===== src/rtl/ult_pkg.sv =====
package ult_pkg;

	localparam int OP_W   = 3;
	localparam int KEY_W  = 32;
	localparam int DATA_W = 32;

	// request codes
	typedef enum logic [OP_W-1:0] {
		OP_INSERT     = 3'd0,
		OP_DELETE     = 3'd1,
		OP_RETRIEVE   = 3'd2,
		OP_RESET_ITER = 3'd3,
		OP_GET_NEXT   = 3'd4,
		OP_MAKE_EMPTY = 3'd5
	} op_t;

	// microprogram addresses
	typedef enum logic [4:0] {
		ST_IDLE,
		ST_INS,
		ST_INS_WR,
		ST_DEL_SCAN,
		ST_DEL_CHK,
		ST_DEL_RD,
		ST_DEL_WR,
		ST_RET_SCAN,
		ST_RET_CHK,
		ST_RET_OUT,
		ST_RIT,
		ST_GN,
		ST_GN_RD,
		ST_GN_OUT,
		ST_MKE,
		ST_ERR,
		ST_DONE
	} upc_t;

	// sequencing modes
	typedef enum logic [1:0] {
		SEQ_NEXT,
		SEQ_BRANCH,
		SEQ_WAIT,
		SEQ_DISPATCH
	} seq_t;

	// jump conditions
	typedef enum logic [2:0] {
		C_TRUE,
		C_FULL,
		C_MISS,
		C_ITER_END,
		C_SCAN_DONE,
		C_OUT_FREE
	} cond_t;

	// table address sources
	typedef enum logic [1:0] {
		A_COUNT,
		A_LAST,
		A_ITER,
		A_LOC
	} addr_t;

	typedef enum logic [1:0] {
		CNT_HOLD,
		CNT_INC,
		CNT_DEC,
		CNT_CLR
	} cnt_op_t;

	typedef enum logic [1:0] {
		IT_HOLD,
		IT_CLR,
		IT_INC
	} iter_op_t;

	// one control word
	typedef struct packed {
		seq_t     seq;
		cond_t    cond;
		upc_t     target;
		logic     scan;
		logic     rd;
		logic     wr;
		addr_t    addr;
		logic     wd_rdata;
		cnt_op_t  cnt_op;
		iter_op_t iter_op;
		logic     load_kd;
		logic     set_err;
		logic     emit;
	} uword_t;

	// datapath conditions seen by the sequencer
	typedef struct packed {
		logic full;
		logic miss;
		logic iter_end;
		logic scan_done;
		logic out_free;
	} status_t;

	// control store
	function automatic uword_t ucode(upc_t s);
		uword_t w;
		w        = '0;
		w.seq    = SEQ_NEXT;
		w.cond   = C_TRUE;
		w.target = ST_IDLE;
		case (s)
			ST_IDLE: begin
				w.seq = SEQ_DISPATCH;
			end
			ST_INS: begin
				w.seq    = SEQ_BRANCH;
				w.cond   = C_FULL;
				w.target = ST_ERR;
			end
			ST_INS_WR: begin
				w.wr     = 1'b1;
				w.addr   = A_COUNT;
				w.cnt_op = CNT_INC;
				w.seq    = SEQ_BRANCH;
				w.target = ST_DONE;
			end
			ST_DEL_SCAN: begin
				w.scan   = 1'b1;
				w.seq    = SEQ_WAIT;
				w.cond   = C_SCAN_DONE;
				w.target = ST_DEL_CHK;
			end
			ST_DEL_CHK: begin
				w.seq    = SEQ_BRANCH;
				w.cond   = C_MISS;
				w.target = ST_ERR;
			end
			ST_DEL_RD: begin
				w.rd   = 1'b1;
				w.addr = A_LAST;
			end
			ST_DEL_WR: begin
				w.wr       = 1'b1;
				w.addr     = A_LOC;
				w.wd_rdata = 1'b1;
				w.cnt_op   = CNT_DEC;
				w.seq      = SEQ_BRANCH;
				w.target   = ST_DONE;
			end
			ST_RET_SCAN: begin
				w.scan   = 1'b1;
				w.seq    = SEQ_WAIT;
				w.cond   = C_SCAN_DONE;
				w.target = ST_RET_CHK;
			end
			ST_RET_CHK: begin
				w.seq    = SEQ_BRANCH;
				w.cond   = C_MISS;
				w.target = ST_DONE;
			end
			ST_RET_OUT: begin
				w.load_kd = 1'b1;
				w.seq     = SEQ_BRANCH;
				w.target  = ST_DONE;
			end
			ST_RIT: begin
				w.iter_op = IT_CLR;
				w.seq     = SEQ_BRANCH;
				w.target  = ST_DONE;
			end
			ST_GN: begin
				w.seq    = SEQ_BRANCH;
				w.cond   = C_ITER_END;
				w.target = ST_ERR;
			end
			ST_GN_RD: begin
				w.rd   = 1'b1;
				w.addr = A_ITER;
			end
			ST_GN_OUT: begin
				w.load_kd = 1'b1;
				w.iter_op = IT_INC;
				w.seq     = SEQ_BRANCH;
				w.target  = ST_DONE;
			end
			ST_MKE: begin
				w.cnt_op = CNT_CLR;
				w.seq    = SEQ_BRANCH;
				w.target = ST_DONE;
			end
			ST_ERR: begin
				w.set_err = 1'b1;
			end
			ST_DONE: begin
				w.emit   = 1'b1;
				w.seq    = SEQ_WAIT;
				w.cond   = C_OUT_FREE;
				w.target = ST_IDLE;
			end
			default: begin
				w.seq = SEQ_BRANCH;
			end
		endcase
		return w;
	endfunction

	// first step of each request
	function automatic upc_t entry_of(logic [OP_W-1:0] op);
		upc_t s;
		case (op_t'(op))
			OP_INSERT:     s = ST_INS;
			OP_DELETE:     s = ST_DEL_SCAN;
			OP_RETRIEVE:   s = ST_RET_SCAN;
			OP_RESET_ITER: s = ST_RIT;
			OP_GET_NEXT:   s = ST_GN;
			OP_MAKE_EMPTY: s = ST_MKE;
			default:       s = ST_DONE;
		endcase
		return s;
	endfunction

endpackage


===== src/rtl/ult_ifs.sv =====
interface ult_req_if;
	logic                         valid;
	logic                         ready;
	logic [ult_pkg::OP_W-1:0]     req_type;
	logic [ult_pkg::KEY_W-1:0]    key_in;
	logic [ult_pkg::DATA_W-1:0]   data_in;

	modport source (output valid, req_type, key_in, data_in, input ready);
	modport sink (input valid, req_type, key_in, data_in, output ready);
endinterface

interface ult_rsp_if #(parameter int CNT_W = 5);
	logic                         valid;
	logic                         ready;
	logic                         found;
	logic [ult_pkg::KEY_W-1:0]    key_out;
	logic [ult_pkg::DATA_W-1:0]   data_out;
	logic [CNT_W-1:0]             count;
	logic                         is_full;
	logic                         error;

	modport source (output valid, found, key_out, data_out, count, is_full, error,
		input ready);
	modport sink (input valid, found, key_out, data_out, count, is_full, error,
		output ready);
endinterface


===== src/rtl/ult_ram.sv =====
module ult_ram #(
	parameter int WIDTH = 64,
	parameter int DEPTH = 16,
	parameter int AW    = (DEPTH > 1) ? $clog2(DEPTH) : 1
) (
	input  logic             clk,
	input  logic             we,
	input  logic [AW-1:0]    waddr,
	input  logic [WIDTH-1:0] wdata,
	input  logic             re,
	input  logic [AW-1:0]    raddr,
	output logic [WIDTH-1:0] rdata
);

	logic [WIDTH-1:0] mem_q [DEPTH];

	// write port
	always_ff @(posedge clk) begin
		if (we) begin
			mem_q[waddr] <= wdata;
		end
	end

	// registered read, hold when idle
	always_ff @(posedge clk) begin
		if (re) begin
			rdata <= mem_q[raddr];
		end
	end

endmodule


===== src/rtl/ult_useq.sv =====
module ult_useq (
	input  logic                    clk,
	input  logic                    arst_n,
	input  logic                    in_valid,
	input  logic [ult_pkg::OP_W-1:0] req_type,
	input  ult_pkg::status_t        status,
	output ult_pkg::uword_t         ctrl,
	output logic                    in_ready,
	output logic                    accept
);
	import ult_pkg::*;

	upc_t upc_q;
	upc_t upc_d;
	logic cond_w;

	// fetch the control word
	assign ctrl     = ucode(upc_q);
	assign in_ready = (ctrl.seq == SEQ_DISPATCH);
	assign accept   = in_ready && in_valid;

	// select the jump condition
	always_comb begin
		unique case (ctrl.cond)
			C_TRUE:      cond_w = 1'b1;
			C_FULL:      cond_w = status.full;
			C_MISS:      cond_w = status.miss;
			C_ITER_END:  cond_w = status.iter_end;
			C_SCAN_DONE: cond_w = status.scan_done;
			C_OUT_FREE:  cond_w = status.out_free;
			default:     cond_w = 1'b0;
		endcase
	end

	// advance the step counter
	always_comb begin
		unique case (ctrl.seq)
			SEQ_NEXT:     upc_d = upc_t'(upc_q + 5'd1);
			SEQ_BRANCH:   upc_d = cond_w ? ctrl.target : upc_t'(upc_q + 5'd1);
			SEQ_WAIT:     upc_d = cond_w ? ctrl.target : upc_q;
			SEQ_DISPATCH: upc_d = in_valid ? entry_of(req_type) : upc_q;
			default:      upc_d = ST_IDLE;
		endcase
	end

	always_ff @(posedge clk or negedge arst_n) begin
		if (!arst_n) begin
			upc_q <= ST_IDLE;
		end else begin
			upc_q <= upc_d;
		end
	end

endmodule


===== src/rtl/ult_dpath.sv =====
module ult_dpath #(
	parameter int CAPACITY = 16,
	parameter int CW       = $clog2(CAPACITY + 1),
	parameter int AW       = (CAPACITY > 1) ? $clog2(CAPACITY) : 1
) (
	input  logic                      clk,
	input  logic                      arst_n,
	input  ult_pkg::uword_t           ctrl,
	input  logic                      accept,
	input  logic [ult_pkg::KEY_W-1:0] key_in,
	input  logic [ult_pkg::DATA_W-1:0] data_in,
	input  logic                      out_ready,
	output ult_pkg::status_t          status,
	output logic                      out_valid,
	output logic                      found,
	output logic [ult_pkg::KEY_W-1:0] key_out,
	output logic [ult_pkg::DATA_W-1:0] data_out,
	output logic [CW-1:0]             count,
	output logic                      is_full,
	output logic                      error
);
	import ult_pkg::*;

	localparam int EW = KEY_W + DATA_W;

	logic [KEY_W-1:0]  key_q;
	logic [DATA_W-1:0] data_q;
	logic [CW-1:0]     count_q;
	logic [CW-1:0]     iter_q;
	logic [CW-1:0]     idx_q;
	logic              rd_vld_q;
	logic              found_q;
	logic [AW-1:0]     loc_q;
	logic              err_q;
	logic [KEY_W-1:0]  kout_q;
	logic [DATA_W-1:0] dout_q;

	logic              out_valid_q;
	logic              found_out_q;
	logic [KEY_W-1:0]  key_out_q;
	logic [DATA_W-1:0] data_out_q;
	logic [CW-1:0]     count_out_q;
	logic              full_out_q;
	logic              err_out_q;

	logic [EW-1:0]     rdata;
	logic [EW-1:0]     wdata;
	logic [AW-1:0]     sel_addr;
	logic [AW-1:0]     rd_addr;
	logic [CW-1:0]     last_w;
	logic [CW-1:0]     loc_w;
	logic              hit;
	logic              scan_issue;
	logic              rd_en;
	logic              out_free;
	logic              full_w;

	assign last_w = count_q - CW'(1);
	assign loc_w  = idx_q - CW'(1);
	assign full_w = (count_q == CW'(CAPACITY));

	// pick the table address for single accesses
	always_comb begin
		unique case (ctrl.addr)
			A_COUNT: sel_addr = count_q[AW-1:0];
			A_LAST:  sel_addr = last_w[AW-1:0];
			A_ITER:  sel_addr = iter_q[AW-1:0];
			A_LOC:   sel_addr = loc_q;
			default: sel_addr = '0;
		endcase
	end

	// scan: compare the entry read last cycle, issue the next read
	assign hit        = ctrl.scan && rd_vld_q && (rdata[EW-1:DATA_W] == key_q);
	assign scan_issue = ctrl.scan && !hit && (idx_q < count_q);
	assign rd_en      = scan_issue || ctrl.rd;
	assign rd_addr    = scan_issue ? idx_q[AW-1:0] : sel_addr;
	assign wdata      = ctrl.wd_rdata ? rdata : {key_q, data_q};

	ult_ram #(
		.WIDTH (EW),
		.DEPTH (CAPACITY)
	) u_store (
		.clk   (clk),
		.we    (ctrl.wr),
		.waddr (sel_addr),
		.wdata (wdata),
		.re    (rd_en),
		.raddr (rd_addr),
		.rdata (rdata)
	);

	assign out_free = !out_valid_q || out_ready;

	always_comb begin
		status.full      = full_w;
		status.miss      = !found_q;
		status.iter_end  = !(iter_q < count_q);
		status.scan_done = hit || (!rd_vld_q && !(idx_q < count_q));
		status.out_free  = out_free;
	end

	// latch the request payload and the match location
	always_ff @(posedge clk) begin
		if (accept) begin
			key_q  <= key_in;
			data_q <= data_in;
		end
		if (hit) begin
			loc_q <= loc_w[AW-1:0];
		end
	end

	// table and per-request control state
	always_ff @(posedge clk or negedge arst_n) begin
		if (!arst_n) begin
			count_q  <= '0;
			iter_q   <= '0;
			idx_q    <= '0;
			rd_vld_q <= 1'b0;
			found_q  <= 1'b0;
			err_q    <= 1'b0;
			kout_q   <= '0;
			dout_q   <= '0;
		end else begin
			rd_vld_q <= scan_issue;
			if (accept) begin
				idx_q   <= '0;
				found_q <= 1'b0;
				err_q   <= 1'b0;
				kout_q  <= '0;
				dout_q  <= '0;
			end else begin
				if (scan_issue) begin
					idx_q <= idx_q + CW'(1);
				end
				if (hit) begin
					found_q <= 1'b1;
				end
				if (ctrl.set_err) begin
					err_q <= 1'b1;
				end
				if (ctrl.load_kd) begin
					kout_q <= rdata[EW-1:DATA_W];
					dout_q <= rdata[DATA_W-1:0];
				end
			end
			unique case (ctrl.cnt_op)
				CNT_INC:  count_q <= count_q + CW'(1);
				CNT_DEC:  count_q <= last_w;
				CNT_CLR:  count_q <= '0;
				default:  count_q <= count_q;
			endcase
			unique case (ctrl.iter_op)
				IT_CLR:  iter_q <= '0;
				IT_INC:  iter_q <= iter_q + CW'(1);
				default: iter_q <= iter_q;
			endcase
		end
	end

	// result register: hold until taken
	always_ff @(posedge clk or negedge arst_n) begin
		if (!arst_n) begin
			out_valid_q <= 1'b0;
		end else if (ctrl.emit && out_free) begin
			out_valid_q <= 1'b1;
		end else if (out_ready) begin
			out_valid_q <= 1'b0;
		end
	end

	always_ff @(posedge clk) begin
		if (ctrl.emit && out_free) begin
			found_out_q <= found_q;
			key_out_q   <= kout_q;
			data_out_q  <= dout_q;
			count_out_q <= count_q;
			full_out_q  <= full_w;
			err_out_q   <= err_q;
		end
	end

	assign out_valid = out_valid_q;
	assign found     = found_out_q;
	assign key_out   = key_out_q;
	assign data_out  = data_out_q;
	assign count     = count_out_q;
	assign is_full   = full_out_q;
	assign error     = err_out_q;

endmodule


===== src/rtl/unsorted_list_table.sv =====
// Unsorted key/data table of CAPACITY entries, driven by a small microprogram.
// One request is taken at a time; the next is accepted as soon as the result
// of the previous one sits in the output register, even if not yet taken.
// An unused request code goes straight to the result. Retrieve and delete
// run a linear search, which reads one entry per cycle from the single read
// port of the entry memory (registered read) and compares its key against
// the request key. Entry memory is not cleared after reset; only slots below
// the count are ever read.
module unsorted_list_table #(
	parameter int CAPACITY = 16
) (
	input  logic            clk,
	input  logic            arst_n,
	ult_req_if.sink         req,
	ult_rsp_if.source       rsp
);
	import ult_pkg::*;

	uword_t  ctrl;
	status_t status;
	logic    accept;

	ult_useq u_useq (
		.clk      (clk),
		.arst_n   (arst_n),
		.in_valid (req.valid),
		.req_type (req.req_type),
		.status   (status),
		.ctrl     (ctrl),
		.in_ready (req.ready),
		.accept   (accept)
	);

	ult_dpath #(
		.CAPACITY (CAPACITY)
	) u_dpath (
		.clk       (clk),
		.arst_n    (arst_n),
		.ctrl      (ctrl),
		.accept    (accept),
		.key_in    (req.key_in),
		.data_in   (req.data_in),
		.out_ready (rsp.ready),
		.status    (status),
		.out_valid (rsp.valid),
		.found     (rsp.found),
		.key_out   (rsp.key_out),
		.data_out  (rsp.data_out),
		.count     (rsp.count),
		.is_full   (rsp.is_full),
		.error     (rsp.error)
	);

endmodule


===== src/flat_wrapper.sv =====
// flat-port wrapper written by rule: the top's interface ports become plain ports
module unsorted_list_table_flat import ult_pkg::*;
#(
	parameter int CAPACITY = 16
)
  (clk, arst_n, req_valid, req_req_type, req_key_in, req_data_in, req_ready, rsp_valid, rsp_found, rsp_key_out, rsp_data_out, rsp_count, rsp_is_full, rsp_error, rsp_ready);
  ult_req_if req_i ();
  ult_rsp_if rsp_i ();
  input  logic clk;
  input  logic arst_n;
  input wire logic [$bits(req_i.valid)-1:0] req_valid;
  input wire logic [$bits(req_i.req_type)-1:0] req_req_type;
  input wire logic [$bits(req_i.key_in)-1:0] req_key_in;
  input wire logic [$bits(req_i.data_in)-1:0] req_data_in;
  output wire logic [$bits(req_i.ready)-1:0] req_ready;
  output wire logic [$bits(rsp_i.valid)-1:0] rsp_valid;
  output wire logic [$bits(rsp_i.found)-1:0] rsp_found;
  output wire logic [$bits(rsp_i.key_out)-1:0] rsp_key_out;
  output wire logic [$bits(rsp_i.data_out)-1:0] rsp_data_out;
  output wire logic [$bits(rsp_i.count)-1:0] rsp_count;
  output wire logic [$bits(rsp_i.is_full)-1:0] rsp_is_full;
  output wire logic [$bits(rsp_i.error)-1:0] rsp_error;
  input wire logic [$bits(rsp_i.ready)-1:0] rsp_ready;
  assign req_i.valid = req_valid;
  assign req_i.req_type = req_req_type;
  assign req_i.key_in = req_key_in;
  assign req_i.data_in = req_data_in;
  assign req_ready = req_i.ready;
  assign rsp_valid = rsp_i.valid;
  assign rsp_found = rsp_i.found;
  assign rsp_key_out = rsp_i.key_out;
  assign rsp_data_out = rsp_i.data_out;
  assign rsp_count = rsp_i.count;
  assign rsp_is_full = rsp_i.is_full;
  assign rsp_error = rsp_i.error;
  assign rsp_i.ready = rsp_ready;
  unsorted_list_table #(.CAPACITY(CAPACITY)) u_core (.clk(clk), .arst_n(arst_n), .req(req_i), .rsp(rsp_i));
endmodule

===== config.mk =====
export PLATFORM = sky130hd
export DESIGN_NAME = unsorted_list_table_flat
export DESIGN_NICKNAME = d
export VERILOG_FILES = /design/src/rtl/ult_pkg.sv /design/src/rtl/ult_ifs.sv /design/src/rtl/ult_ram.sv /design/src/rtl/ult_useq.sv /design/src/rtl/ult_dpath.sv /design/src/rtl/unsorted_list_table.sv /design/src/flat_wrapper.sv
export SDC_FILE = /design/constraint.sdc
export NUM_CORES = 2
export LEC_CHECK = 0
export ABC_CLOCK_PERIOD_IN_PS = 8100
export BUFFER_PORTS_ARGS = -buffer_cell sky130_fd_sc_hd__buf_2
export CORE_ASPECT_RATIO = 1.1
export CORE_UTILIZATION = 58
export CTS_BUF_LIST = sky130_fd_sc_hd__clkbuf_8
export DETAILED_ROUTE_END_ITERATION = 8
export MAX_ROUTING_LAYER = met4
export PLACE_DENSITY = 0.78
export SYNTH_ARGS = -nofsm -noshare
export SYNTH_HDL_FRONTEND = slang
export SYNTH_HIERARCHICAL = 1
export SYNTH_SLANG_ARGS = --single-unit

===== constraint.sdc =====
create_clock -name clk -period 8.1 [get_ports clk]
set_clock_uncertainty 0.2 [all_clocks]
set_input_delay 1.215 -clock clk [delete_from_list [all_inputs] [get_ports clk]]
set_output_delay 1.215 -clock clk [all_outputs]
set_load 0.01 [all_outputs]

# After elaboration in Yosys (flattened, before gate mapping)

Memory sizes are Yosys's and may differ from the RTL's. A register that Yosys moved wholly into a read port is not among the register bits.
Index checks and enable logic that the tools add are counted.

Add/subtract/negate cells: 6
$lt $le $gt $ge: 2
Eq/ne operators: 41
Mux-type cells: 38
Reductions and logical operators: 38

Operators with widths:

| operator                                                        | number |
|---|---|
| 32-bit 2-to-1 mux                                               | 4 |
| 64-bit 2-to-1 mux                                               | 1 |
| 5-bit by 4-bit == test with 1-bit output, second input constant | 8 |
| 5-bit one-hot mux with 4 select lines                           | 2 |
| 32-bit == test                                                  | 1 |
| 5-bit one-hot mux with 6 select lines                           | 1 |
| 5-bit 2-to-1 mux                                                | 5 |
| 5-bit by 1-bit adder with 5-bit output, second input constant   | 4 |
| 5-bit by 3-bit == test with 1-bit output, second input constant | 4 |
| 2-bit one-hot mux with 3 select lines                           | 3 |
| 4-bit one-hot mux with 4 select lines                           | 1 |
| 1-bit 2-to-1 mux                                                | 15 |
| 3-bit one-hot mux with 5 select lines                           | 1 |
| 5-bit one-hot mux with 3 select lines                           | 1 |
| 2-bit == test, second input constant                            | 7 |
| 3-bit by 2-bit == test with 1-bit output, second input constant | 4 |
| 3-bit == test, second input constant                            | 4 |
| 2-bit nonzero test                                              | 6 |
| 5-bit by 2-bit == test with 1-bit output, second input constant | 2 |
| 5-bit == test, second input constant                            | 2 |
| 5-bit < comparator                                              | 2 |
| 5-bit one-hot mux with 2 select lines                           | 1 |
| 2-bit OR reduction                                              | 5 |
| 3-bit OR reduction                                              | 3 |
| 18 further kinds                                                | 38 |

Register bits: 228
Memory bits (writable): 1024
Input bits: 71
Memories: 1

Memory list:

| name                         | depth | bits a word | rd ports | clocked after memory_dff | write ports | line          | RTL |
|---|---|---|---|---|---|---|---|
| u_core.u_dpath.u_store.mem_q | 16    | 64          | 1        | 1                        | 1           | ult_ram.sv:15 | `logic [WIDTH-1:0] mem_q [DEPTH];` |

# Depth between registers and ports, before layout

Depth in word-level cells: 10
Gate-level depth with buffers: 15
Mapped depth without buffers: 12

# Cells and area by module

The synthesis kept the hierarchy.

By module, submodules not included:

| module    | instances | cells an instance | area each (um2) |
|---|---|---|---|
| ult_ram   | 1         | 1647              | 40222.3 |
| ult_dpath | 1         | 639               | 9366.5 |
| ult_useq  | 1         | 146               | 1004.7 |

# Worst setup path after synthesis

Ideal clock, no wire load.

Kind: reg2reg
Start point: register u_core.u_useq.upc_q[2]
End point: memory u_core.u_dpath.u_store.mem_q[0][0] (enable)
Setup time: 0.565 ns
Data arrival time: 6.744 ns
Data required time: 7.335 ns
Setup slack: 0.591 ns
Cell stages (with the launch flop): 12
Buffers on the path: 3
Clock period less this slack: 7.509 ns
Path through: dfrtp_1 > buf_4 > clkbuf_1 > o21ai_0 > nor3_1 > clkbuf_1 > nor4b_1 > xnor2_1 > nor2_1 > a21oi_1 > or3b_2 > nor3_1

RTL lines:

| what                   | line           | RTL |
|---|---|---|
| start, declared        | ult_useq.sv:13 | `upc_t upc_q;` |
| start signal, assigned | ult_useq.sv:50 | `upc_q <= upc_d;` |
| end, declared          | ult_ram.sv:15  |  |

==> flow_summary.toml <==
[run_status]
status = "complete, no violations"

[setup_path]
criticalPathCategory = "reg2reg"
critical_path_arrival_ns = 5.87
worstPathCellList = "o21ai_0 > nor3_1 > xor2_1 > nor2_1 > a21oi_1 > mux2_8 > buf_12 > mux4_2 > a22oi_1 > nand2_1"
worstSetupEndpointType = "flip-flop"
crit_buf_inv = 1
path_delay_family = "multiplexers"
slowest_delay_ns = 0.80
required_ns = 8.48
slowest_stage = "nor3_1"
crit_path_start_kind = "flip-flop"
critPathMaxFanout = 78

[routing]
drt-total-wl_mm = 113.0
drcViolationCount = 0
num_vias = 25481
routedWlPerCell_um = 28.18
drt.antenna.violating_nets = 0
drt_iter0_drc = 3405
first_pass_iters = 6
viasPerCell = 6.353

[floorplanning]
die_h_um = 311.7
rows = 113
die_w_um = 283.5
start_util = 0.5853
coreArea_mm2 = 0.08639
io_pins = 145
dieArea_mm2 = 0.08837

[sta]
timing.final.hold_violations = 0
period_share = 0.6770
setup_viol = 0
fmax_mhz = 182.4
worst_pin_slew_ns = 1.166
relSlewSlack = 0.2227
min_period_ns = 5.484
timing.setup.tns_ns = 0
drv_slew = 0
rsz0062_at_grt = "no"

[synthesis]
syn-num-nets = 2519
syn-cell-area_mm2 = 0.05057
postSynthAreaPerCell_um2 = 20.83
yosys_warnings = 6
syn_inst = 2428

[layout]
fillers = 5330
area_growth_pct = 11.76
seq_area_mm2 = 0.03908
multi_input_area_mm2 = 0.01095
drive_above_1_share = 0.2846
final_nets = 2782

[pwr]
finalPower_mw = 20.09
p_leak_nw = 18.97
ir_drop_v = 0.0003962
powerDensity_mw_per_mm2 = 355.4

[clocking]
clock_latency_ns = 0.86
cts_buffer_depth = 3
ctsResizeCount = 0
cts_buffers = 194
cts_tree = "yes"
post_cts_buffers = 0
h-tree-depth = 4
clkTransAtPathRegs_ns = 0.07
holdBufCountCts = 0
cts_sinks = 1316
clock-root-buffer = "clkbuf_8"

[global_route]
grt_antenna_before_repair = 1
grt_pass1_wl_mm = 168.2
grt_max_degree = 107
grt_pass1_vias = 26413
grt-ovfl-total = 0
grt_use_total = 0.2693

[place]
gp_congestion = 0.8896
portBuffers = 144
hpwlAfterDp_mm = 57.12

[hold_path]
hold_path.class = "in2async"

[job]
max_cap_viol_count = 0
registers in the layout, summed over array words and instances (netlist names):
| name | count |
|---|---|
| u_core/u_dpath/count | 5 |
| u_core/u_dpath/count_q | 5 |
| u_core/u_dpath/data_out | 32 |
| u_core/u_dpath/data_q | 32 |
| u_core/u_dpath/dout_q | 32 |
| u_core/u_dpath/err_q | 1 |
| u_core/u_dpath/error | 1 |
| u_core/u_dpath/found | 1 |
| u_core/u_dpath/found_q | 1 |
| u_core/u_dpath/idx_q | 5 |
| u_core/u_dpath/is_full | 1 |
| u_core/u_dpath/iter_q | 5 |
| u_core/u_dpath/key_out | 32 |
| u_core/u_dpath/key_q | 32 |
| u_core/u_dpath/kout_q | 32 |
| u_core/u_dpath/loc_q | 4 |
| u_core/u_dpath/out_valid | 1 |
| u_core/u_dpath/rd_vld_q | 1 |
| u_core/u_dpath/u_store/mem_q | 1024 |
| u_core/u_dpath/u_store/rdata | 64 |
| u_core/u_useq/upc_q | 5 |
layer usage:
layer | wire length (um) | share of wire | GRT usage
met1 | 43160 | 0.38 | 0.3631
met4 | 2932 | 0.026 | 0.08771
met2 | 55660 | 0.49 | 0.4224
met3 | 11280 | 0.10 | 0.04868
met5 | 0 | 0 | -
power breakdown:
group / internal [mW] / switching [mW]
Clock: 2.64 / 2.49
Sequential: 8.60 / 0.380
Combinational: 2.59 / 3.39
through the flow:
step	instance area, um2	std cells	util	setup WS, ns	hold slack, ns
2_1_floorplan	50570	2428	-	0.6464	0.2231
3_3_place_gp	52720	3645	0.6102	2.846	0.2294
3_5_place_dp	52720	3645	0.6102	2.664	0.2305
4_1_cts	56510	4010	0.6541	2.594	0.1288
5_1_grt	56510	4011	0.6542	2.175	0.1690
6_report	56510	4011	0.6542	2.616	0.1695
layout by cell type (no fill, tap or decap), drive strengths merged, types with 3 or more instances in the layout:
master       n
a21o         4
a21oi       32
a22oi      130
and2         3
and3         5
buf        188
bufinv       6
clkbuf     214
clkinv      71
clkinvlp     3
dfrtp       88
edfxtp    1228
ha          20
inv         96
mux2        70
mux2i       72
mux4       257
nand2       96
nand2b      10
nand3        9
nand3b       3
nand4        4
nor2       110
nor2b       13
nor3         9
nor4        12
o211ai       3
o21ai       23
o31ai        4
or2          5
or3          4
xnor2        8
xor2        33
cell type report:
class / instances / share of cell area
inverter: 25 / 0.001661
tap: 1150 / 0.02546
antenna: 1 / 0.00004428
sequential: 1316 / 0.6915
multi-input combinational: 966 / 0.1938
timing repair buffer: 188 / 0.02041
clock buffer: 214 / 0.05212
clock inverter: 151 / 0.01497
path summary, 6_finish.rpt:
path | startpoint | end | slack (ns) | cells after the start
min in group clk | u_core/u_dpath/kout_q[20] | u_core/u_dpath/key_out[20] | 0.23 | 0
worst max-delay path | u_core/u_useq/upc_q[2] | u_core/u_dpath/u_store/rdata[26] | 2.62 | 10
worst min-delay path | arst_n | u_core/u_dpath/kout_q[19] | 0.17 | 1
worst max register to register | u_core/u_useq/upc_q[2] | u_core/u_dpath/u_store/rdata[26] | 2.62 | 10
max in group asynchronous | arst_n | u_core/u_dpath/dout_q[11] | 6.11 | 2
worst min register to register | u_core/u_dpath/kout_q[20] | u_core/u_dpath/key_out[20] | 0.23 | 0
worst register-to-register path: stages, from the launching register on:
cell	delay [ns]
dfrtp_1	0.75
o21ai_0	0.19
nor3_1	0.80
xor2_1	0.20
nor2_1	0.06
a21oi_1	0.62
mux2_8	0.79
buf_12	0.58
mux4_2	0.67
a22oi_1	0.24
nand2_1	0.10
Power figures use the tool's default switching activity.
